### src/rtl/tdf_pkg.sv
// ---------------------------------------------------------------------------
// tdf_pkg
// Shared constants and controller/datapath signal groups of the factorizer.
// ---------------------------------------------------------------------------
`default_nettype none

package tdf_pkg;

  localparam int unsigned VALUE_BITS = 31;

  // Source of an emitted factor.
  typedef enum logic [1:0] {
    EMIT_TWO = 2'd0,
    EMIT_DIV = 2'd1,
    EMIT_REM = 2'd2
  } emit_sel_e;

  // Commands from the controller to the datapath.
  typedef struct packed {
    logic      load;
    logic      shift_two;
    logic      emit;
    emit_sel_e emit_sel;
    logic      take_quo;
    logic      bump_d;
    logic      div_start;
  } cmd_t;

  // Status from the datapath to the controller.
  typedef struct packed {
    logic n_lt2;
    logic n_even;
    logic n_gt2;
    logic div_last;
    logic rem_zero;
    logic d_gt_q;
    logic q_is1;
    logic out_free;
  } status_t;

endpackage

`default_nettype wire

### src/rtl/tdf_in_if.sv
// ---------------------------------------------------------------------------
// tdf_in_if
// Input channel: one word carries the value to factor.
// ---------------------------------------------------------------------------
`default_nettype none

interface tdf_in_if #(
  parameter int unsigned VALUE_BITS = tdf_pkg::VALUE_BITS
);
  logic                  valid;
  logic                  ready;
  logic [VALUE_BITS-1:0] value;

  modport source (output valid, output value, input ready);
  modport sink   (input valid, input value, output ready);
endinterface

`default_nettype wire

### src/rtl/tdf_out_if.sv
// ---------------------------------------------------------------------------
// tdf_out_if
// Output channel: one word carries a prime factor and its last flag.
// ---------------------------------------------------------------------------
`default_nettype none

interface tdf_out_if #(
  parameter int unsigned VALUE_BITS = tdf_pkg::VALUE_BITS
);
  logic                  valid;
  logic                  ready;
  logic [VALUE_BITS-1:0] factor;
  logic                  last;

  modport source (output valid, output factor, output last, input ready);
  modport sink   (input valid, input factor, input last, output ready);
endinterface

`default_nettype wire

### src/rtl/tdf_divider.sv
// ---------------------------------------------------------------------------
// tdf_divider
// Restoring radix-2 divider, one quotient bit per cycle.
// ---------------------------------------------------------------------------
`default_nettype none

module tdf_divider #(
  parameter int unsigned VALUE_BITS = tdf_pkg::VALUE_BITS
) (
  input  logic                  clk_i,
  input  logic                  rst_ni,
  input  logic                  start_i,
  input  logic [VALUE_BITS-1:0] dividend_i,
  input  logic [VALUE_BITS-1:0] divisor_i,
  output logic [VALUE_BITS-1:0] quo_o,
  output logic                  rem_zero_o,
  output logic                  last_o
);

  localparam int unsigned CntBits = $clog2(VALUE_BITS + 1);

  logic                  busy_q, busy_d;
  logic [CntBits-1:0]    cnt_q, cnt_d;
  logic [VALUE_BITS:0]   rem_q, rem_d;
  logic [VALUE_BITS-1:0] quo_q, quo_d;
  logic [VALUE_BITS-1:0] dvs_q, dvs_d;
  logic [VALUE_BITS:0]   rem_sh;
  logic                  fits;

  always_comb begin
    rem_sh = {rem_q[VALUE_BITS-1:0], quo_q[VALUE_BITS-1]};
    fits   = rem_sh >= {1'b0, dvs_q};
    busy_d = busy_q;
    cnt_d  = cnt_q;
    rem_d  = rem_q;
    quo_d  = quo_q;
    dvs_d  = dvs_q;
    if (start_i) begin
      busy_d = 1'b1;
      cnt_d  = CntBits'(VALUE_BITS);
      rem_d  = '0;
      quo_d  = dividend_i;
      dvs_d  = divisor_i;
    end else if (busy_q) begin
      rem_d = fits ? (rem_sh - {1'b0, dvs_q}) : rem_sh;
      quo_d = {quo_q[VALUE_BITS-2:0], fits};
      cnt_d = cnt_q - CntBits'(1);
      if (cnt_q == CntBits'(1)) begin
        busy_d = 1'b0;
      end
    end
  end

  always_ff @(posedge clk_i or negedge rst_ni) begin
    if (!rst_ni) begin
      busy_q <= 1'b0;
      cnt_q  <= '0;
    end else begin
      busy_q <= busy_d;
      cnt_q  <= cnt_d;
    end
  end

  always_ff @(posedge clk_i) begin
    rem_q <= rem_d;
    quo_q <= quo_d;
    dvs_q <= dvs_d;
  end

  assign quo_o      = quo_q;
  assign rem_zero_o = (rem_q == '0);
  assign last_o     = busy_q && (cnt_q == CntBits'(1));

endmodule

`default_nettype wire

### src/rtl/tdf_datapath.sv
// ---------------------------------------------------------------------------
// tdf_datapath
// Remaining value, trial divisor, divider and the output register.
// ---------------------------------------------------------------------------
`default_nettype none

module tdf_datapath #(
  parameter int unsigned VALUE_BITS = tdf_pkg::VALUE_BITS
) (
  input  logic                  clk_i,
  input  logic                  rst_ni,
  input  tdf_pkg::cmd_t         cmd_i,
  output tdf_pkg::status_t      status_o,
  input  logic [VALUE_BITS-1:0] value_i,
  input  logic                  out_ready_i,
  output logic                  out_valid_o,
  output logic [VALUE_BITS-1:0] factor_o,
  output logic                  last_o
);

  logic [VALUE_BITS-1:0] n_q, n_d;
  logic [VALUE_BITS-1:0] d_q, d_d;
  logic [VALUE_BITS-1:0] d_next;
  logic [VALUE_BITS-1:0] quo;
  logic                  rem_zero;
  logic                  div_last;
  logic [VALUE_BITS-1:0] div_dividend;
  logic [VALUE_BITS-1:0] div_divisor;
  logic                  out_valid_q, out_valid_d;
  logic [VALUE_BITS-1:0] factor_q, factor_d;
  logic                  last_q, last_d;
  logic                  out_free;

  assign d_next       = d_q + VALUE_BITS'(2);
  assign div_dividend = cmd_i.take_quo ? quo : n_q;
  assign div_divisor  = cmd_i.bump_d ? d_next : d_q;
  assign out_free     = !out_valid_q || out_ready_i;

  tdf_divider #(
    .VALUE_BITS (VALUE_BITS)
  ) u_divider (
    .clk_i      (clk_i),
    .rst_ni     (rst_ni),
    .start_i    (cmd_i.div_start),
    .dividend_i (div_dividend),
    .divisor_i  (div_divisor),
    .quo_o      (quo),
    .rem_zero_o (rem_zero),
    .last_o     (div_last)
  );

  always_comb begin
    n_d = n_q;
    d_d = d_q;
    if (cmd_i.load) begin
      n_d = value_i;
      d_d = VALUE_BITS'(3);
    end else begin
      if (cmd_i.shift_two) begin
        n_d = n_q >> 1;
      end else if (cmd_i.take_quo) begin
        n_d = quo;
      end
      if (cmd_i.bump_d) begin
        d_d = d_next;
      end
    end
  end

  always_comb begin
    out_valid_d = out_valid_q;
    factor_d    = factor_q;
    last_d      = last_q;
    if (cmd_i.emit) begin
      out_valid_d = 1'b1;
      unique case (cmd_i.emit_sel)
        tdf_pkg::EMIT_TWO: begin
          factor_d = VALUE_BITS'(2);
          last_d   = (n_q == VALUE_BITS'(2));
        end
        tdf_pkg::EMIT_DIV: begin
          factor_d = d_q;
          last_d   = (quo == VALUE_BITS'(1));
        end
        tdf_pkg::EMIT_REM: begin
          factor_d = n_q;
          last_d   = 1'b1;
        end
        default: begin
          factor_d = n_q;
          last_d   = 1'b1;
        end
      endcase
    end else if (out_ready_i) begin
      out_valid_d = 1'b0;
    end
  end

  always_ff @(posedge clk_i or negedge rst_ni) begin
    if (!rst_ni) begin
      out_valid_q <= 1'b0;
    end else begin
      out_valid_q <= out_valid_d;
    end
  end

  always_ff @(posedge clk_i) begin
    n_q      <= n_d;
    d_q      <= d_d;
    factor_q <= factor_d;
    last_q   <= last_d;
  end

  always_comb begin
    status_o.n_lt2    = (n_q < VALUE_BITS'(2));
    status_o.n_even   = !n_q[0];
    status_o.n_gt2    = (n_q > VALUE_BITS'(2));
    status_o.div_last = div_last;
    status_o.rem_zero = rem_zero;
    status_o.d_gt_q   = (d_q > quo);
    status_o.q_is1    = (quo == VALUE_BITS'(1));
    status_o.out_free = out_free;
  end

  assign out_valid_o = out_valid_q;
  assign factor_o    = factor_q;
  assign last_o      = last_q;

endmodule

`default_nettype wire

### src/rtl/tdf_ctrl.sv
// ---------------------------------------------------------------------------
// tdf_ctrl
// Sequencer: strips factors of two, runs trial divisions, emits the rest.
// ---------------------------------------------------------------------------
`default_nettype none

module tdf_ctrl (
  input  logic             clk_i,
  input  logic             rst_ni,
  input  logic             in_valid_i,
  output logic             in_ready_o,
  input  tdf_pkg::status_t status_i,
  output tdf_pkg::cmd_t    cmd_o
);

  typedef enum logic [2:0] {
    ST_IDLE,
    ST_STRIP,
    ST_DIV,
    ST_DECIDE,
    ST_FINAL
  } state_e;

  state_e state_q, state_d;
  // Set while the divisor still has to pass the square bound test.
  logic   check_q, check_d;

  always_comb begin
    state_d    = state_q;
    check_d    = check_q;
    cmd_o      = '0;
    in_ready_o = (state_q == ST_IDLE);
    unique case (state_q)
      ST_IDLE: begin
        if (in_valid_i) begin
          cmd_o.load = 1'b1;
          state_d    = ST_STRIP;
        end
      end
      ST_STRIP: begin
        if (status_i.n_lt2) begin
          state_d = ST_IDLE;
        end else if (status_i.n_even) begin
          if (status_i.out_free) begin
            cmd_o.emit      = 1'b1;
            cmd_o.emit_sel  = tdf_pkg::EMIT_TWO;
            cmd_o.shift_two = 1'b1;
          end
        end else begin
          cmd_o.div_start = 1'b1;
          check_d         = 1'b1;
          state_d         = ST_DIV;
        end
      end
      ST_DIV: begin
        if (status_i.div_last) begin
          state_d = ST_DECIDE;
        end
      end
      ST_DECIDE: begin
        if (check_q && status_i.d_gt_q) begin
          state_d = ST_FINAL;
        end else if (status_i.rem_zero) begin
          if (status_i.out_free) begin
            cmd_o.emit     = 1'b1;
            cmd_o.emit_sel = tdf_pkg::EMIT_DIV;
            cmd_o.take_quo = 1'b1;
            if (status_i.q_is1) begin
              state_d = ST_IDLE;
            end else begin
              cmd_o.div_start = 1'b1;
              check_d         = 1'b0;
              state_d         = ST_DIV;
            end
          end
        end else begin
          cmd_o.bump_d    = 1'b1;
          cmd_o.div_start = 1'b1;
          check_d         = 1'b1;
          state_d         = ST_DIV;
        end
      end
      ST_FINAL: begin
        if (!status_i.n_gt2) begin
          state_d = ST_IDLE;
        end else if (status_i.out_free) begin
          cmd_o.emit     = 1'b1;
          cmd_o.emit_sel = tdf_pkg::EMIT_REM;
          state_d        = ST_IDLE;
        end
      end
      default: begin
        state_d = ST_IDLE;
      end
    endcase
  end

  always_ff @(posedge clk_i or negedge rst_ni) begin
    if (!rst_ni) begin
      state_q <= ST_IDLE;
      check_q <= 1'b0;
    end else begin
      state_q <= state_d;
      check_q <= check_d;
    end
  end

endmodule

`default_nettype wire

### src/rtl/trial_division_factorizer.sv
// Operation: factors of two are stripped first; each odd trial divisor then runs
// through the shared one-bit-per-cycle divider, and that divider loop dominates
// the time per word. A new word is taken only once the sequencer is idle again.
// Reset: asynchronous, active low; it empties the output register and returns
// the sequencer to idle, with no clearing pass.
// ---------------------------------------------------------------------------
// trial_division_factorizer
// Prime factorization by trial division, factors out in ascending order.
// ---------------------------------------------------------------------------
`default_nettype none

module trial_division_factorizer #(
  parameter int unsigned VALUE_BITS = tdf_pkg::VALUE_BITS
) (
  input  logic       clk_i,
  input  logic       rst_ni,
  tdf_in_if.sink     in_i,
  tdf_out_if.source  out_o
);

  // The controller only sequences; every value lives in the datapath. They
  // talk through one command group and one status group.
  tdf_pkg::cmd_t    cmd;
  tdf_pkg::status_t status;

  // The sequencer takes a new word whenever it is idle. A finished factor may
  // still sit in the output register at that point, so a new value can start
  // while the previous list drains.
  tdf_ctrl u_ctrl (
    .clk_i      (clk_i),
    .rst_ni     (rst_ni),
    .in_valid_i (in_i.valid),
    .in_ready_o (in_i.ready),
    .status_i   (status),
    .cmd_o      (cmd)
  );

  // The datapath holds the remaining value, the current odd divisor, the
  // divider and the output register. Values below two produce no words;
  // the last flag is set when the remaining value reaches one, or on the
  // prime left over after the divisor passes its square root.
  tdf_datapath #(
    .VALUE_BITS (VALUE_BITS)
  ) u_datapath (
    .clk_i       (clk_i),
    .rst_ni      (rst_ni),
    .cmd_i       (cmd),
    .status_o    (status),
    .value_i     (in_i.value),
    .out_ready_i (out_o.ready),
    .out_valid_o (out_o.valid),
    .factor_o    (out_o.factor),
    .last_o      (out_o.last)
  );

endmodule

`default_nettype wire

### src/flat_wrapper.sv
// flat-port wrapper written by rule: the top's interface ports become plain ports
module trial_division_factorizer_flat 
#(
  parameter int unsigned VALUE_BITS = tdf_pkg::VALUE_BITS
)
  (clk_i, rst_ni, in_i_valid, in_i_value, in_i_ready, out_o_valid, out_o_factor, out_o_last, out_o_ready);
  tdf_in_if #(.VALUE_BITS(VALUE_BITS)) in_i_i ();
  tdf_out_if #(.VALUE_BITS(VALUE_BITS)) out_o_i ();
  input  logic clk_i;
  input  logic rst_ni;
  input wire logic [$bits(in_i_i.valid)-1:0] in_i_valid;
  input wire logic [$bits(in_i_i.value)-1:0] in_i_value;
  output wire logic [$bits(in_i_i.ready)-1:0] in_i_ready;
  output wire logic [$bits(out_o_i.valid)-1:0] out_o_valid;
  output wire logic [$bits(out_o_i.factor)-1:0] out_o_factor;
  output wire logic [$bits(out_o_i.last)-1:0] out_o_last;
  input wire logic [$bits(out_o_i.ready)-1:0] out_o_ready;
  assign in_i_i.valid = in_i_valid;
  assign in_i_i.value = in_i_value;
  assign in_i_ready = in_i_i.ready;
  assign out_o_valid = out_o_i.valid;
  assign out_o_factor = out_o_i.factor;
  assign out_o_last = out_o_i.last;
  assign out_o_i.ready = out_o_ready;
  trial_division_factorizer #(.VALUE_BITS(VALUE_BITS)) u_core (.clk_i(clk_i), .rst_ni(rst_ni), .in_i(in_i_i), .out_o(out_o_i));
endmodule
### config.mk
export PLATFORM = sky130hd
export DESIGN_NAME = trial_division_factorizer_flat
export DESIGN_NICKNAME = d
export VERILOG_FILES = /design/src/rtl/tdf_pkg.sv /design/src/rtl/tdf_in_if.sv /design/src/rtl/tdf_out_if.sv /design/src/rtl/tdf_divider.sv /design/src/rtl/tdf_datapath.sv /design/src/rtl/tdf_ctrl.sv /design/src/rtl/trial_division_factorizer.sv /design/src/flat_wrapper.sv
export SDC_FILE = /design/constraint.sdc
export NUM_CORES = 1
export LEC_CHECK = 0
export BUFFER_PORTS_ARGS = -buffer_cell sky130_fd_sc_hd__buf_2
export CAP_MARGIN = 20
export CORE_ASPECT_RATIO = 1.75
export CORE_UTILIZATION = 62
export DETAILED_ROUTE_END_ITERATION = 8
export PLACE_DENSITY = 0.81
export SYNTH_ARGS = -nofsm -noshare
export SYNTH_HDL_FRONTEND = slang
export SYNTH_SLANG_ARGS = --single-unit
### constraint.sdc
create_clock -name clk_i -period 4.7 [get_ports clk_i]
set_input_delay 0.235 -clock clk_i [delete_from_list [all_inputs] [get_ports clk_i]]
set_output_delay 0.235 -clock clk_i [all_outputs]
set_load 0.1 [all_outputs]
==> impl_metrics.ini, run 1 <==
[die]
rows = 65
num_io_pins = 69
die_area_um2 = 18800
start_util = 0.629
die_h_um = 181
core-area_um2 = 18000
die_w_um = 104

[power_and_ir_drop]
seqPwrFrac = 0.335
ir_drop_mv = 0.487
switching_share = 0.442
leakage_nw = 5.50
p_per_area_nw_per_um2 = 749
combPwrFrac = 0.507
pwr-share-clk = 0.158
power_switching_w = 0.00420
intPower_w = 0.00530

[clock_network]
root_buffer = clkbuf_16
postCtsSetupBuffers = 0
clock_latency_ps = 440
cts_buffers = 17
cts_buffer_depth = 2
cts.clk_slew.worst_paths_ps = 70
cts_tree = built
cts.sinks = 197
cts_max_level = 4

[synth]
synth_compound_area_frac = 0.197
synth_top_area_cell = edfxtp_1
netlist-cell-type-count = 66
synth-adder-area-share = 0.0726
synthesis.instances = 1186
avgSynthCellArea_um2 = 9.53
synth_common_cells = a21oi_1, dfxtp_1, edfxtp_1
synth-xor-area-share = 0.0450
ys_seq_area_frac = 0.436
ys_ff_latch = 197
synth_nets = 1286
yosys.area_share.simple = 0.153
yosysMostFrequentCell = a21oi_1
synth_area_um2 = 11300
synthMuxAreaShare = 0.0456
async_flop_share = 0.0558
netlist_top_cells_area = edfxtp_1, dfxtp_1, ha_1
yosysWarnings = 0
synth_top_area_share = 0.247
synth_top_family_by_area = compound AO/OA/AOI/OAI gates
synth_edf_count = 93
synth-main-ff-cell = edfxtp_1

[setup_path]
slowest_stage = edfxtp_1
crit_fanout = 64
critPathCaptureType = register
cpPeakStageDelay_ps = 560
reg2reg_depth = 11
path_cells = inv_1 > ha_1 > nand4_1 > nor4_1 > nand3_1 > nand3_1 > o22ai_2 > nor4b_2 > buf_12 > mux2i_1 > a21oi_1
worst_ep_arrival_time_ps = 3750
crit_type = reg2reg
worstPathRequired_ps = 4860
startpoint_type = register
cp_common_cell = nand3_1

[sta]
max_freq_ghz = 0.279
finalSetupViolations = 0
slew_headroom = 0.502
layout_min_cycle_time_ps = 3590
finalMaxSlewViolations = 0
rsz0062_at_grt = false
fin_skew_ps = 9.94
setup_tns_ps = 0
layout_worst_path_cycle_share = 0.764
worstMarginPinSlew_ps = 741
hold_viol = 0

[global_routing]
grt_pass1_vias = 9163
antenna_found_initial = 0
overflow = 0
grt_start_max_net_pins = 131
grt_use_total = 0.306
grt_first_pass_wirelength_um = 45600

[layout]
nNetsFinal = 1345
final_core_util = 0.706
num-fill-cells = 1363
drive_gt1_frac = 0.110
area_growth_pct = 12.2
insertedDiodeCount = 0

[detailed_routing]
wl_um = 28400
dr.pass1.iters = 6
drt_iter0_drc = 567
via_per_inst = 6.25
wire_per_inst_um = 19.0
vias = 9330
drc = 0
drtAntennaViolNets = 0

[placed_design]
gp_congestion = 1.00
dp_hpwl_um = 19400
numPortBuffers = 68

[min_path]
min_path_cells = 2
hold_path_class = in2reg

[outcome]
status = finished clean

[flow_run]
cap_violations = 0
## final timing paths
path / slack [ps] / endpoint / from
worst max-delay path: 1110 / u_core.u_datapath.u_divider.quo_o[20] / u_core.u_datapath.u_divider.quo_o[30]
worst min-delay path: 10 / u_core.u_datapath.n_q[27] / in_i_value[27]
worst max register to register: 1110 / u_core.u_datapath.u_divider.quo_o[20] / u_core.u_datapath.u_divider.quo_o[30]
worst min register to register: 510 / u_core.u_datapath.u_divider.rem_q[31] / u_core.u_datapath.u_divider.rem_q[31]
max in group asynchronous: 4210 / u_core.u_datapath.u_divider.busy_q / rst_ni
min in group asynchronous: 210 / u_core.u_ctrl.state_q[1] / rst_ni
## critical path, delay by kind of cell (launching register included)
kind / cells / cell delay (ps)
simple gates: 5 / 1340
mux: 1 / 310
buf+inv: 2 / 440
fa+ha+maj: 1 / 300
compound gates: 2 / 270
flops: 1 / 560
## power by group through the flow
| stage | logic (W) | registers (W) | clock network [W] |
|---|---|---|---|
| after CTS | 0.00476 | 0.00316 | 0.00152 |
| after floorplan | 0.00347 | 0.00331 | 0 |
| final | 0.00481 | 0.00318 | 0.00150 |
| after detailed placement | 0.00468 | 0.00318 | 0 |
| after global routing | 0.00525 | 0.00325 | 0.00158 |
| after global placement | 0.00455 | 0.00318 | 0 |
## flip-flops by register name (all words and copies together), names as in the netlist
signal and count:
u_core.u_datapath.last_o 1, u_core.u_datapath.d_q 30, u_core.u_datapath.u_divider.dvs_q 30, u_core.u_datapath.u_divider.quo_o 31, u_core.u_datapath.u_divider.cnt_q 5, u_core.u_datapath.u_divider.busy_q 1, u_core.u_datapath.out_valid_o 1, u_core.u_ctrl.state_q 3
u_core.u_ctrl.check_q 1, u_core.u_datapath.factor_o 31, u_core.u_datapath.u_divider.rem_q 32, u_core.u_datapath.n_q 31
## area by class of cell
cell class                 count  area [um^2]  area share
clock buffer                  20          479      0.0378
clock inverter                12          124     0.00977
inverter                      78          293      0.0231
multi-input combinational    844         5820       0.459
sequential                   197         4930       0.389
tap                          234          293      0.0231
timing repair buffer         107          738      0.0582
## stage by stage
stage          cell area [um^2]  hold WS, ps  setup WS, ps  instances  total power [W]
3_3_place_gp              11800          150          1240       1433          0.00773
6_report                  12700         11.5          1110       1492          0.00949
2_1_floorplan             11300        -60.6           934       1186          0.00678
3_5_place_dp              11800          153          1150       1433          0.00786
5_1_grt                   12700         4.72           767       1492           0.0101
4_1_cts                   12700         2.43          1090       1492          0.00943
## layer usage
layer / GRT usage / vias to the layer above / share of wire
met4: 0.186 / 0 / 0.050
met2: 0.558 / 306 / 0.53
met5: 0 / - / 0
li1: - / 4445 / -
met3: 0.0416 / 95 / 0.045
met1: 0.333 / 4484 / 0.38
## cell usage in the layout (no fill, tap or decap), drive strengths merged, types with 6 or more instances in the layout
cell type,netlist,final
nor2,90,90
dfrtp,11,11
a31oi,7,7
nor4,28,28
nand2,53,53
nand4,25,25
mux2i,47,47
xnor2,31,31
nand3,24,24
nor2b,10,10
dfxtp,93,93
inv,78,79
clkbuf,53,20
ha,64,64
o211ai,8,8
a21oi,112,112
a22o,30,30
o21a,7,7
o21ai,59,59
edfxtp,93,93
buf,14,80
a211oi,28,28
nand2b,19,19
clkinv,0,6
xor2,27,27
a21o,56,56
nor3,20,20
and2,34,34
dlygate4sd3,0,27
## cell families (layout without fill, tap and decap cells)
logic type | count (synthesis) | in the layout
and+or+nand+nor | 330 | 330
AOI/OAI and AO/OA | 340 | 340
buffers and inverters | 145 | 217
muxes | 51 | 51
xor gates and xnor gates | 58 | 58
adders and majority gates | 65 | 65
DFF | 197 | 197
## timing repair
action,4_1_cts,5_1_grt
hold buffers,27,0
endpoints found under the hold margin,37,0
resized for setup,0,0
(Power assumes the default switching activity.)
==> run 2: changes to the inputs <==
Settings changed: CORE_UTILIZATION 62 to 56, PLACE_DENSITY 0.81 to 0.77.
Clock period 4.7 ns to 3.05 ns, I/O delays scaled along.
==> run 2 against run 1 <==
  * The run now ends with negative setup slack left
  * Sequential power grew 53%
  * Clock-buffer cell count fell by 1
  * Total power increased by 84%
  * Critical endpoint is now u_core.u_datapath.d_q[20]
==> impl_metrics.ini, run 2 (synthesis gave the netlist of run 1 again) <==
[detailed_routing]
drc = 0
vias = 10600
drtAntennaViolNets = 0
drt_iter0_drc = 891
via_per_inst = 6.35
wire_per_inst_um = 21.5
wl_um = 35900
dr.pass1.iters = 5

[placed_design]
numPortBuffers = 68
gp_congestion = 0.942
dp_hpwl_um = 21800
dpl_cell_area_um2 = 12900

[global_routing]
grt_first_pass_wirelength_um = 50900
overflow = 0
antenna_found_initial = 0
grt_use_total = 0.317
grt_start_max_net_pins = 70
grt_pass1_vias = 10500

[layout]
nNetsFinal = 1515
insertedDiodeCount = 0
mostFrequentLayoutCells = buf_4, a21oi_1, dfxtp_1, edfxtp_1, nor2_1
largest_register_ff_count = 32
max_flop_register = u_core.u_datapath.u_divider.rem_q
drive_gt1_frac = 0.274
final_common_cell = buf_4
area_growth_pct = 31.7
stdcell_area_um2 = 14900

[setup_path]
reg2reg_depth = 11
ff2ff_setup_slack_ps = -660
startpoint_type = register
crit_type = reg2reg
worst_ep_arrival_time_ps = 4110
crit_fanout = 13
critPathCaptureType = register
worstPathRequired_ps = 3450

[sta]
layout_setup_ws_ps = -662
slew_headroom = 0.517
layout_min_cycle_time_ps = 3710
layout_worst_path_cycle_share = 1.22
finalMaxSlewViolations = 0
max_freq_ghz = 0.269
hold_viol = 0
setup_tns_ps = -140480
fin_skew_ps = 9.73
holdWs_ps = 118
worstMarginPinSlew_ps = 717
rsz0062_at_grt = true
finalSetupViolations = 288

[outcome]
status = complete, but fails checks
violations = negative setup slack

[clock_network]
cts_buffers = 17
root_buffer = clkbuf_16
cts.clk_slew.worst_paths_ps = 80
cts_max_level = 4
cts_buffer_depth = 2
cts_tree = built
clock_latency_ps = 450
cts.sinks = 197

[die]
die_w_um = 109
rows = 68
core-area_um2 = 19700
start_util = 0.572
die_area_um2 = 20800
num_io_pins = 69
die_h_um = 190

[flow_run]
cap_violations = 0

[power_and_ir_drop]
leakage_nw = 6.57
p_per_area_nw_per_um2 = 1170
ir_drop_mv = 0.802

[min_path]
hold_path_class = in2async
[run 2: changes by cell type in the layout (fill, tap and decap cells not counted), moves of 18 or more]
cell,delta
buf_4,+143
mux2i_1,-22
mux2i_4,+21
a21oi_1,-18
a21oi_2,+18
[run 2: repair_timing]
item,4_1_cts,5_1_grt
pin swaps,8,37
cloned,3,5
endpoints found under the hold margin,42,0
setup buffers,5,20
hold buffers,32,0
gates resized for setup,23,117
endpoints found under the setup margin,110,235
[run 2: per-layer routing]
layer  GRT usage  up-vias  part of all wire
li1            -     4788                 -
met1       0.348     5087              0.35
met2       0.553      560              0.52
met3      0.0401      188             0.060
met4       0.225        0             0.067
met5           0        -                 0
[run 2: final timing paths]
| path | from | end |
|---|---|---|
| worst max-delay path | u_core.u_datapath.u_divider.quo_o[20] | u_core.u_datapath.d_q[20] |
| worst min-delay path | rst_ni | u_core.u_datapath.u_divider.cnt_q[3] |
| worst max register to register | u_core.u_datapath.u_divider.quo_o[20] | u_core.u_datapath.d_q[20] |
| worst min register to register | u_core.u_datapath.u_divider.rem_q[31] | u_core.u_datapath.u_divider.rem_q[31] |
| max in group asynchronous | rst_ni | u_core.u_datapath.u_divider.busy_q |
| min in group clk_i | out_o_ready | u_core.u_datapath.out_valid_o |
[run 2: area by class of cell]
class	count	area, um^2
clock buffer	19	464
clock inverter	13	135
fill	1207	4850
inverter	78	293
multi-input combinational	847	6510
sequential	197	4930
tap	245	307
timing repair buffer	274	2240
[run 2: power breakdown]
part	switching (W)	internal [W]
registers	0.000937	0.00394
clock network	0.00110	0.00122
logic	0.00562	0.00461
total	0.00765	0.00977
[run 2: critical path: stages, from the launching register on]
cell and delay (ps):
edfxtp_1 450, inv_1 90, ha_1 310, a21oi_1 390, o21ai_0 370, a21oi_1 260, o211a_1 260, o22ai_4 110
or4_4 690, nor3_1 340, xor2_1 230, and2_1 150
[run 2: stage by stage]
stage	total power (W)	worst slack, ps	util	cells
3_3_place_gp	0.0132	-53.7	0.652	1576
4_1_cts	0.0160	-25.1	0.710	1648
6_report	0.0174	-662	0.754	1673
3_5_place_dp	0.0134	-105	0.652	1576
2_1_floorplan	0.0104	50.2	-	1186
5_1_grt	0.0183	-687	0.754	1673
